**src/hw/rtl/dd_odom_pkg.sv**
```systemverilog
// Shared constants and helpers for the differential-drive odometry block.
// Holds field widths, angle constants, the CORDIC arctangent table and saturation.
// No dependencies.
package dd_odom_pkg;

    localparam int CORDIC_STEPS = 16;
    localparam int CORDIC_RUN   = (CORDIC_STEPS > 32) ? 32 : CORDIC_STEPS;

    localparam int SCALE_W = 24;
    localparam int ENC_W   = 32;
    localparam int HEAD_W  = 24;
    localparam int POS_W   = 40;

    localparam logic [24:0] FULL_TURN     = 25'd92160;
    localparam logic [24:0] QUARTER_TURN  = 25'd23040;
    localparam logic [24:0] HALF_TURN     = 25'd46080;
    localparam logic [24:0] THREE_QUARTER = 25'd69120;
    localparam logic signed [32:0] CORDIC_KINV = 33'sd652032874;

    localparam logic signed [43:0] Q40_MAX = 44'sd549755813887;
    localparam logic signed [43:0] Q40_MIN = -44'sd549755813888;

    localparam logic [2:0] ADDR_HIGH_SCALE = 3'd0;
    localparam logic [2:0] ADDR_LOW_SCALE  = 3'd4;

    // Arctangent of 2^-i in degrees, Q.24, rounded.
    function automatic logic signed [32:0] atan_q24(input logic [4:0] idx);
        logic signed [32:0] v;
        case (idx)
            5'd0:  v = 33'sd754974720;
            5'd1:  v = 33'sd445687602;
            5'd2:  v = 33'sd235489088;
            5'd3:  v = 33'sd119537938;
            5'd4:  v = 33'sd60000934;
            5'd5:  v = 33'sd30029717;
            5'd6:  v = 33'sd15018523;
            5'd7:  v = 33'sd7509720;
            5'd8:  v = 33'sd3754917;
            5'd9:  v = 33'sd1877466;
            5'd10: v = 33'sd938734;
            5'd11: v = 33'sd469367;
            5'd12: v = 33'sd234684;
            5'd13: v = 33'sd117342;
            5'd14: v = 33'sd58671;
            5'd15: v = 33'sd29335;
            5'd16: v = 33'sd14668;
            5'd17: v = 33'sd7334;
            5'd18: v = 33'sd3667;
            5'd19: v = 33'sd1833;
            5'd20: v = 33'sd917;
            5'd21: v = 33'sd458;
            5'd22: v = 33'sd229;
            5'd23: v = 33'sd115;
            5'd24: v = 33'sd57;
            5'd25: v = 33'sd29;
            5'd26: v = 33'sd14;
            5'd27: v = 33'sd7;
            5'd28: v = 33'sd4;
            5'd29: v = 33'sd2;
            5'd30: v = 33'sd1;
            default: v = 33'sd0;
        endcase
        return v;
    endfunction

    // Clamp a widened value to the 40-bit signed range.
    function automatic logic signed [39:0] sat40(input logic signed [43:0] v);
        logic signed [43:0] c;
        if (v > Q40_MAX) begin
            c = Q40_MAX;
        end else if (v < Q40_MIN) begin
            c = Q40_MIN;
        end else begin
            c = v;
        end
        return c[39:0];
    endfunction

endpackage

```
**src/hw/rtl/differential_drive_odometry.sv**
```systemverilog
// Differential-drive dead-reckoning odometry, top level.
// Depends on dd_odom_pkg for constants, the arctangent table and saturation.
//
// Usage:
//   s_ channel: one request per control tick (mode, encoders, heading, gear).
//   m_ channel: one result per request: x, y and both wheel totals after it.
//   APB port: high_gear_scale at 0x0, low_gear_scale at 0x4, write while idle.
// Sequence:
//   An update request runs a bit-serial scale multiply, a heading reduction,
//   CORDIC_STEPS rotation steps (at most 32), a bit-serial projection and a
//   finishing state, in that order. The serial multipliers and the single
//   CORDIC stage are reused for every update request.
//   A zero request (mode 1) goes straight to the finishing state.
//   One request is worked on at a time; the next is taken while a result
//   still waits on m_ready, and its finish waits until the result is taken.
// Reset:
//   aresetn low clears positions, totals, latched encoders and the request
//   in flight, and loads both scale registers with 1.0 (65536).
module differential_drive_odometry (
    input  logic                                    aclk,
    input  logic                                    aresetn,
    input  logic                                    s_valid,
    output logic                                    s_ready,
    input  logic                                    s_mode,
    input  logic signed [dd_odom_pkg::ENC_W-1:0]    s_left_encoder,
    input  logic signed [dd_odom_pkg::ENC_W-1:0]    s_right_encoder,
    input  logic signed [dd_odom_pkg::HEAD_W-1:0]   s_heading_deg,
    input  logic                                    s_gear_high,
    output logic                                    m_valid,
    input  logic                                    m_ready,
    output logic signed [dd_odom_pkg::POS_W-1:0]    m_x_position,
    output logic signed [dd_odom_pkg::POS_W-1:0]    m_y_position,
    output logic signed [dd_odom_pkg::POS_W-1:0]    m_left_total,
    output logic signed [dd_odom_pkg::POS_W-1:0]    m_right_total,
    input  logic                                    psel,
    input  logic                                    penable,
    input  logic                                    pwrite,
    input  logic [2:0]                              paddr,
    input  logic [31:0]                             pwdata,
    output logic [31:0]                             prdata,
    output logic                                    pready
);
    import dd_odom_pkg::*;

    typedef enum logic [5:0] {
        ST_IDLE    = 6'b000001,
        ST_SIDE    = 6'b000010,
        ST_REDUCE  = 6'b000100,
        ST_ROTATE  = 6'b001000,
        ST_PROJECT = 6'b010000,
        ST_FINISH  = 6'b100000
    } state_t;

    state_t state_reg, state_next;
    logic [5:0] cnt_reg;

    logic [SCALE_W-1:0] high_scale_reg, low_scale_reg, scale_reg;
    logic zero_reg;
    logic signed [ENC_W-1:0] lat_left_reg, lat_right_reg;
    logic signed [ENC_W-1:0] last_left_reg, last_right_reg;
    logic signed [POS_W-1:0] pos_x_reg, pos_y_reg, sum_left_reg, sum_right_reg;
    logic out_valid_reg;

    logic signed [32:0] diff_l_reg, diff_r_reg;
    logic signed [56:0] acc_l_reg, acc_r_reg;
    logic signed [POS_W-1:0] dl_reg, dr_reg;

    logic [24:0] hmag_reg;
    logic        hneg_reg, flip_reg;
    logic signed [32:0] cx_reg, cy_reg, cz_reg;

    logic [39:0] amag_reg;
    logic [31:0] cmag_reg, smag_reg;
    logic        negx_reg, negy_reg;
    logic [71:0] prod_x_reg, prod_y_reg;

    // Configuration port: writes and reads of the scale registers.
    assign pready = 1'b1;
    always_comb begin
        case (paddr)
            ADDR_HIGH_SCALE: prdata = {8'd0, high_scale_reg};
            ADDR_LOW_SCALE:  prdata = {8'd0, low_scale_reg};
            default:         prdata = 32'd0;
        endcase
    end

    always_ff @(posedge aclk) begin
        if (!aresetn) begin
            high_scale_reg <= SCALE_W'(65536);
            low_scale_reg  <= SCALE_W'(65536);
        end else if (psel && penable && pwrite) begin
            if (paddr == ADDR_HIGH_SCALE) begin
                high_scale_reg <= pwdata[SCALE_W-1:0];
            end else if (paddr == ADDR_LOW_SCALE) begin
                low_scale_reg <= pwdata[SCALE_W-1:0];
            end
        end
    end

    assign s_ready       = (state_reg == ST_IDLE);
    assign m_valid       = out_valid_reg;
    assign m_x_position  = pos_x_reg;
    assign m_y_position  = pos_y_reg;
    assign m_left_total  = sum_left_reg;
    assign m_right_total = sum_right_reg;

    // Side change rounding after the serial multiply; saturated when stored.
    logic signed [56:0] rnd_l, rnd_r;
    logic signed [40:0] shl, shr;
    assign rnd_l = acc_l_reg + 57'sd32768;
    assign rnd_r = acc_r_reg + 57'sd32768;
    assign shl   = rnd_l[56:16];
    assign shr   = rnd_r[56:16];

    // Heading reduction step and fold into a half circle.
    logic [2:0]  red_k;
    logic [24:0] red_sub, ang_mod, ang_pos;
    logic signed [25:0] ang_fold;
    logic        fold_flip;
    assign red_k   = 3'd6 - cnt_reg[2:0];
    assign red_sub = FULL_TURN << red_k;
    always_comb begin
        ang_mod = hmag_reg;
        if (hmag_reg >= red_sub) begin
            ang_mod = hmag_reg - red_sub;
        end
        ang_pos = (hneg_reg && (ang_mod != 25'd0)) ? (FULL_TURN - ang_mod) : ang_mod;
        fold_flip = 1'b0;
        ang_fold  = $signed({1'b0, ang_pos});
        if ((ang_pos > QUARTER_TURN) && (ang_pos < THREE_QUARTER)) begin
            ang_fold  = $signed({1'b0, ang_pos}) - $signed({1'b0, HALF_TURN});
            fold_flip = 1'b1;
        end else if (ang_pos >= THREE_QUARTER) begin
            ang_fold = $signed({1'b0, ang_pos}) - $signed({1'b0, FULL_TURN});
        end
    end

    // One CORDIC rotation step.
    logic signed [32:0] xs, ys, cx_step, cy_step, cz_step;
    assign xs = cx_reg >>> cnt_reg[4:0];
    assign ys = cy_reg >>> cnt_reg[4:0];
    always_comb begin
        if (!cz_reg[32]) begin
            cx_step = cx_reg - ys;
            cy_step = cy_reg + xs;
            cz_step = cz_reg - atan_q24(cnt_reg[4:0]);
        end else begin
            cx_step = cx_reg + ys;
            cy_step = cy_reg - xs;
            cz_step = cz_reg + atan_q24(cnt_reg[4:0]);
        end
    end

    // Average of the two sides and signs for the projection.
    logic signed [40:0] side_sum;
    logic signed [39:0] avg;
    logic signed [32:0] cos_v, sin_v;
    assign side_sum = {dl_reg[39], dl_reg} + {dr_reg[39], dr_reg};
    assign avg      = side_sum[40:1];
    assign cos_v    = flip_reg ? -cx_reg : cx_reg;
    assign sin_v    = flip_reg ? -cy_reg : cy_reg;

    // Final rounding of the projection and the saturating updates.
    logic [71:0] rx_full, ry_full;
    logic signed [43:0] rx, ry, new_x, new_y, new_sl, new_sr;
    assign rx_full = prod_x_reg + 72'd536870912;
    assign ry_full = prod_y_reg + 72'd536870912;
    assign rx = negx_reg ? -$signed({2'b00, rx_full[71:30]}) : $signed({2'b00, rx_full[71:30]});
    assign ry = negy_reg ? -$signed({2'b00, ry_full[71:30]}) : $signed({2'b00, ry_full[71:30]});
    assign new_x  = 44'(pos_x_reg) - rx;
    assign new_y  = 44'(pos_y_reg) + ry;
    assign new_sl = 44'(sum_left_reg) + 44'(dl_reg);
    assign new_sr = 44'(sum_right_reg) + 44'(dr_reg);

    logic out_free;
    assign out_free = !out_valid_reg || m_ready;

    // Sequencer.
    always_comb begin
        state_next = state_reg;
        case (state_reg)
            ST_IDLE: begin
                if (s_valid) begin
                    state_next = s_mode ? ST_FINISH : ST_SIDE;
                end
            end
            ST_SIDE: begin
                if (cnt_reg == 6'(SCALE_W - 1)) begin
                    state_next = ST_REDUCE;
                end
            end
            ST_REDUCE: begin
                if (cnt_reg == 6'd6) begin
                    state_next = ST_ROTATE;
                end
            end
            ST_ROTATE: begin
                if (cnt_reg == 6'(CORDIC_RUN - 1)) begin
                    state_next = ST_PROJECT;
                end
            end
            ST_PROJECT: begin
                if (cnt_reg == 6'd31) begin
                    state_next = ST_FINISH;
                end
            end
            ST_FINISH: begin
                if (out_free) begin
                    state_next = ST_IDLE;
                end
            end
            default: state_next = ST_IDLE;
        endcase
    end

    // Control registers: state, counter, result handshake.
    always_ff @(posedge aclk) begin
        if (!aresetn) begin
            state_reg     <= ST_IDLE;
            cnt_reg       <= 6'd0;
            out_valid_reg <= 1'b0;
        end else begin
            state_reg <= state_next;
            if (state_next != state_reg) begin
                cnt_reg <= 6'd0;
            end else begin
                cnt_reg <= cnt_reg + 6'd1;
            end
            if (state_reg == ST_FINISH && out_free) begin
                out_valid_reg <= 1'b1;
            end else if (m_ready) begin
                out_valid_reg <= 1'b0;
            end
        end
    end

    // Architectural state: committed at finish.
    always_ff @(posedge aclk) begin
        if (!aresetn) begin
            last_left_reg  <= '0;
            last_right_reg <= '0;
            pos_x_reg      <= '0;
            pos_y_reg      <= '0;
            sum_left_reg   <= '0;
            sum_right_reg  <= '0;
        end else if (state_reg == ST_FINISH && out_free) begin
            last_left_reg  <= lat_left_reg;
            last_right_reg <= lat_right_reg;
            if (zero_reg) begin
                pos_x_reg <= '0;
                pos_y_reg <= '0;
            end else begin
                pos_x_reg     <= sat40(new_x);
                pos_y_reg     <= sat40(new_y);
                sum_left_reg  <= sat40(new_sl);
                sum_right_reg <= sat40(new_sr);
            end
        end
    end

    // Datapath registers.
    always_ff @(posedge aclk) begin
        case (state_reg)
            ST_IDLE: begin
                zero_reg      <= s_mode;
                lat_left_reg  <= s_left_encoder;
                lat_right_reg <= s_right_encoder;
                scale_reg     <= s_gear_high ? high_scale_reg : low_scale_reg;
                diff_l_reg    <= 33'(s_left_encoder) - 33'(last_left_reg);
                diff_r_reg    <= 33'(s_right_encoder) - 33'(last_right_reg);
                acc_l_reg     <= '0;
                acc_r_reg     <= '0;
                hneg_reg      <= s_heading_deg[HEAD_W-1];
                hmag_reg      <= s_heading_deg[HEAD_W-1] ?
                                 25'(-26'(s_heading_deg)) : 25'(s_heading_deg);
            end
            ST_SIDE: begin
                // Add one shifted partial product per scale bit.
                if (scale_reg[cnt_reg[4:0]]) begin
                    acc_l_reg <= acc_l_reg + (57'(diff_l_reg) <<< cnt_reg[4:0]);
                    acc_r_reg <= acc_r_reg + (57'(diff_r_reg) <<< cnt_reg[4:0]);
                end
            end
            ST_REDUCE: begin
                if (cnt_reg == 6'd0) begin
                    dl_reg <= sat40(44'(shl));
                    dr_reg <= sat40(44'(shr));
                end
                if (cnt_reg == 6'd6) begin
                    flip_reg <= fold_flip;
                    cz_reg   <= 33'(ang_fold) <<< 16;
                    cx_reg   <= CORDIC_KINV;
                    cy_reg   <= '0;
                end else begin
                    hmag_reg <= ang_mod;
                end
            end
            ST_ROTATE: begin
                cx_reg <= cx_step;
                cy_reg <= cy_step;
                cz_reg <= cz_step;
                if (cnt_reg == 6'(CORDIC_RUN - 1)) begin
                    prod_x_reg <= '0;
                    prod_y_reg <= '0;
                end
            end
            ST_PROJECT: begin
                if (cnt_reg == 6'd0) begin
                    amag_reg <= avg[39] ? 40'(-41'(avg)) : 40'(avg);
                    cmag_reg <= cos_v[32] ? 32'(-cos_v) : 32'(cos_v);
                    smag_reg <= sin_v[32] ? 32'(-sin_v) : 32'(sin_v);
                    negx_reg <= avg[39] != cos_v[32];
                    negy_reg <= avg[39] != sin_v[32];
                    prod_x_reg <= '0;
                    prod_y_reg <= '0;
                end else begin
                    // Bit index is the counter minus one.
                    if (cmag_reg[5'(cnt_reg - 6'd1)]) begin
                        prod_x_reg <= prod_x_reg + (72'(amag_reg) << (cnt_reg - 6'd1));
                    end
                    if (smag_reg[5'(cnt_reg - 6'd1)]) begin
                        prod_y_reg <= prod_y_reg + (72'(amag_reg) << (cnt_reg - 6'd1));
                    end
                end
            end
            ST_FINISH: begin
                // Take the last partial product on entry.
                if (cnt_reg == 6'd0 && !zero_reg) begin
                    if (cmag_reg[31]) begin
                        prod_x_reg <= prod_x_reg + (72'(amag_reg) << 31);
                    end
                    if (smag_reg[31]) begin
                        prod_y_reg <= prod_y_reg + (72'(amag_reg) << 31);
                    end
                end
            end
            default: begin
                zero_reg <= zero_reg;
            end
        endcase
    end

endmodule

```
**config.mk**
```make
export PLATFORM = sky130hd
export DESIGN_NAME = differential_drive_odometry
export DESIGN_NICKNAME = d
export VERILOG_FILES = /design/src/hw/rtl/dd_odom_pkg.sv /design/src/hw/rtl/differential_drive_odometry.sv
export SDC_FILE = /design/constraint.sdc
export NUM_CORES = 2
export LEC_CHECK = 0
export BUFFER_PORTS_ARGS = -buffer_cell sky130_fd_sc_hd__buf_4
export CAP_MARGIN = 20
export CORE_MARGIN = 1
export CORE_UTILIZATION = 60
export CTS_CLUSTER_SIZE = 16
export DETAILED_ROUTE_END_ITERATION = 16
export PLACE_DENSITY_LB_ADDON = 0.1
export SETUP_SLACK_MARGIN = 0.5
export SLEW_MARGIN = 25
export SYNTH_ARGS = -nofsm -noshare
export SYNTH_HDL_FRONTEND = slang
export SYNTH_SLANG_ARGS = --single-unit
```
**constraint.sdc**
```tcl
create_clock -name aclk -period 14.8 [get_ports aclk]
set_input_delay 2.96 -clock aclk [delete_from_list [all_inputs] [get_ports aclk]]
set_output_delay 2.96 -clock aclk [all_outputs]
set_load 0.05 [all_outputs]
```
==> results.yml <==
outcome:
  outcome: "finished clean"
sta:
  fin_crit_ns: 9.072
  slew_violations: 0
  finalClockSkew_ns: 0.08457
  holdWs_ns: 0.4538
  max_freq_mhz: 110.2
  setup_viol: 0
  tns_ns: 0
  fin_ws_ns: 5.728
  rsz0062_at_grt: "false"
  hold_viol: 0
  worst_pin_slew_ns: 1.101
  finalCritPeriodShare_pct: 61.29
  slew_headroom_pct: 25.64
grt:
  grt_usage_pct: 34.79
  antenna_found_initial: 9
  gr-total-overflow: 0
  grt_max_degree: 122
  first_global_vias: 81520
  grt_pass1_wl_um: 454400
pwr:
  irDropWorstVdd_mv: 0.1302
  p_total_mw: 11.05
  pwr_density_cell_nw_per_um2: 105.1
  leakage_nw: 42.35
cells_and_area:
  utilization_pct: 65.44
  fin_area_um2: 105200
  nFillCells: 13482
  syn2layout_area_growth_pct: 8.223
  final_cell_mix: "nand2_1 (1191), a21oi_1 (1091), nor2_1 (998), o21ai_0 (770), ha_1 (750)"
  drive_gt1_share_pct: 9.025
  final_common_cell: "nand2_1"
  stdcell_count: 13630
  final_nets: 12258
setup_path:
  r2r_start: "cnt_reg[1]"
  crit_required_ns: 15.29
  cp-end-kind: "flip-flop"
  r2r_slack_ns: 5.73
  reg2regPathDepth: 24
  start_kind: "flip-flop"
  worstSetupPathType: "reg2reg"
  critPathMaxFanout: 38
  crit_arrival_ns: 9.56
  r2r-end: "prod_y_reg[69]"
routing:
  via_per_inst: 6.445
  firstDrtPassIters: 7
  wl_per_cell_um: 21.72
  ant_nets: 0
  met3_length_um: 21660
  vias: 87840
  routed_wl_um: 296100
  wl_met2_um: 134800
  drc: 0
  drt_iter0_markers: 8244
  met1_length_um: 124400
  top_layer: "met5"
clock_network:
  htreeDepth: 3
  cts_made_buffers: 121
  clockBufferDepth: 3
  holdBufCountCts: 0
  clk_latency_ns: 0.84
  cts_tree: "built"
  post_cts_resized: 0
  cts_sinks: 1040
  cts_root_buf: "clkbuf_16"
  postCtsSetupRepairBufs: 0
  clk_pin_slew_ns: 0.06
run:
  max-cap-violations: 0
placement:
  dp_cells: 13396
  dp_slack_ns: 6.040
  gp_congestion: 1.025
  hpwl_um: 225200
  dpl_cell_area_um2: 100900
  portBuffers: 309
worst_hold_path:
  worstHoldEndpoint: "last_right_reg[26]"
  min-delay-start: "last_right_reg[26]"
  min_path_cells: 2
  hold_path.class: "reg2reg"
logic_synthesis:
  synthTopCellsByArea: "edfxtp_1 (22%), ha_1 (9.7%), dfxtp_1 (6.5%)"
  synth_cells: 11384
  synth_flop_cell: "edfxtp_1"
  synth_edf_count: 725
  yosysTopAreaCell: "edfxtp_1"
  synth.avg_cell_area_um2: 8.539
  synth_warnings: 0
  syn_area_um2: 97210
  async_flop_share_pct: 0
  synth-seq-cells: 1040
  ys_types: 116
  synth.top_cell.area_share_pct: 22.40
  yosysSeqAreaShare_pct: 28.88
floorplan:
  start_util_pct: 60.47
  die_width_um: 404.5
  core_um2: 160800
  die_h_um: 404.5
  die_area_um2: 163600
  io-pin-count: 327
  core.rowCount: 147
[cells in the mapped netlist (26+ instances only)]
cell type / instances
nand2_1: 1193
a21oi_1: 1091
nor2_1: 1003
o21ai_0: 772
ha_1: 751
edfxtp_1: 725
xnor2_1: 629
xor2_1: 500
clkbuf_1: 402
a21o_1: 384
inv_1: 343
dfxtp_1: 315
nand3_1: 250
nor3_1: 211
mux2i_1: 204
mux4_2: 169
nor2b_1: 142
and3_1: 139
nand2b_1: 131
o21a_1: 130
a31oi_1: 122
o22ai_1: 112
nand4_1: 105
a211oi_1: 102
mux2_2: 94
and2_1: 90
or3_1: 82
o31ai_1: 81
a221o_1: 78
o21bai_1: 77
buf_1: 58
or2_2: 54
buf_2: 49
o211ai_1: 48
maj3_1: 42
nor4_1: 42
a21boi_0: 37
a22o_1: 34
and4_1: 34
nor3b_1: 28
a221oi_1: 27
or4_1: 27
a211o_1: 26
[cell type report]
type | count | area (um2) | area share, %
Clock inverter | 78 | 928.4 | 0.8825
Antenna cell | 2 | 5.005 | 0.004757
Timing Repair Buffer | 395 | 2997 | 2.848
Inverter | 351 | 1326 | 1.261
Clock buffer | 154 | 3349 | 3.184
Tap cell | 2160 | 2703 | 2.569
Sequential cell | 1040 | 28100 | 26.71
Multi-Input combinational cell | 9450 | 65800 | 62.54
[worst max path at each step]
stage	startpoint	to	depth (start not counted)
after detailed placement	cnt_reg[1]	prod_y_reg[69]	24
after global routing	cnt_reg[1]	prod_y_reg[69]	24
after CTS	cnt_reg[1]	prod_y_reg[69]	24
final	cnt_reg[1]	prod_y_reg[69]	24
after global placement	cnt_reg[1]	prod_y_reg[69]	24
after floorplan	cnt_reg[1]	acc_l_reg[0]	13
[logic make-up after synthesis]
family / count (synthesis) / synth area share, %
AO/OA/AOI/OAI: 3415 / 22.17
buffers and inverters: 901 / 3.744
adder cells (fa/ha/maj): 809 / 10.43
other: 2 / 0.007726
AND/OR/NAND/NOR: 3618 / 17.44
XOR/XNOR: 1130 / 10.19
multiplexers: 469 / 7.135
flip-flops: 1040 / 28.88
[worst max-delay path: stages, from the launching register on]
cell      delay (ns)
dfxtp_4         0.68
clkinv_1        0.64
ha_4            0.91
buf_4           0.59
mux4_2          0.42
mux2i_1         0.25
nand2_1         0.09
nand2_1         0.11
nand2_1         0.05
o21ai_0         0.20
nor2_1          0.16
ha_1            0.42
nand3_1         0.13
nor3_1          0.32
nand4_1         0.14
a21oi_1         0.45
o31ai_1         0.20
a2111o_1        0.46
a211o_1         0.34
o21ai_0         0.49
a31oi_1         0.18
o31ai_1         0.70
a311oi_1        0.18
a311oi_1        0.37
o22ai_1         0.14
[per-layer routing]
metal  up-vias  global-route usage, %
met5         -                      0
met4         6                  16.59
met3       713                  4.634
met2      3403                  56.39
met1     41709                  45.87
li1      42009                      -
[power by group]
| group | internal (mW) | switching [mW] | leakage [nW] |
|---|---|---|---|
| logic | 1.67 | 2.66 | 30.7 |
| registers | 3.33 | 0.173 | 9.57 |
| clock network | 1.85 | 1.37 | 2.08 |
| total | 6.85 | 4.21 | 42.4 |
Note: power is estimated with default switching activity, not from simulation.
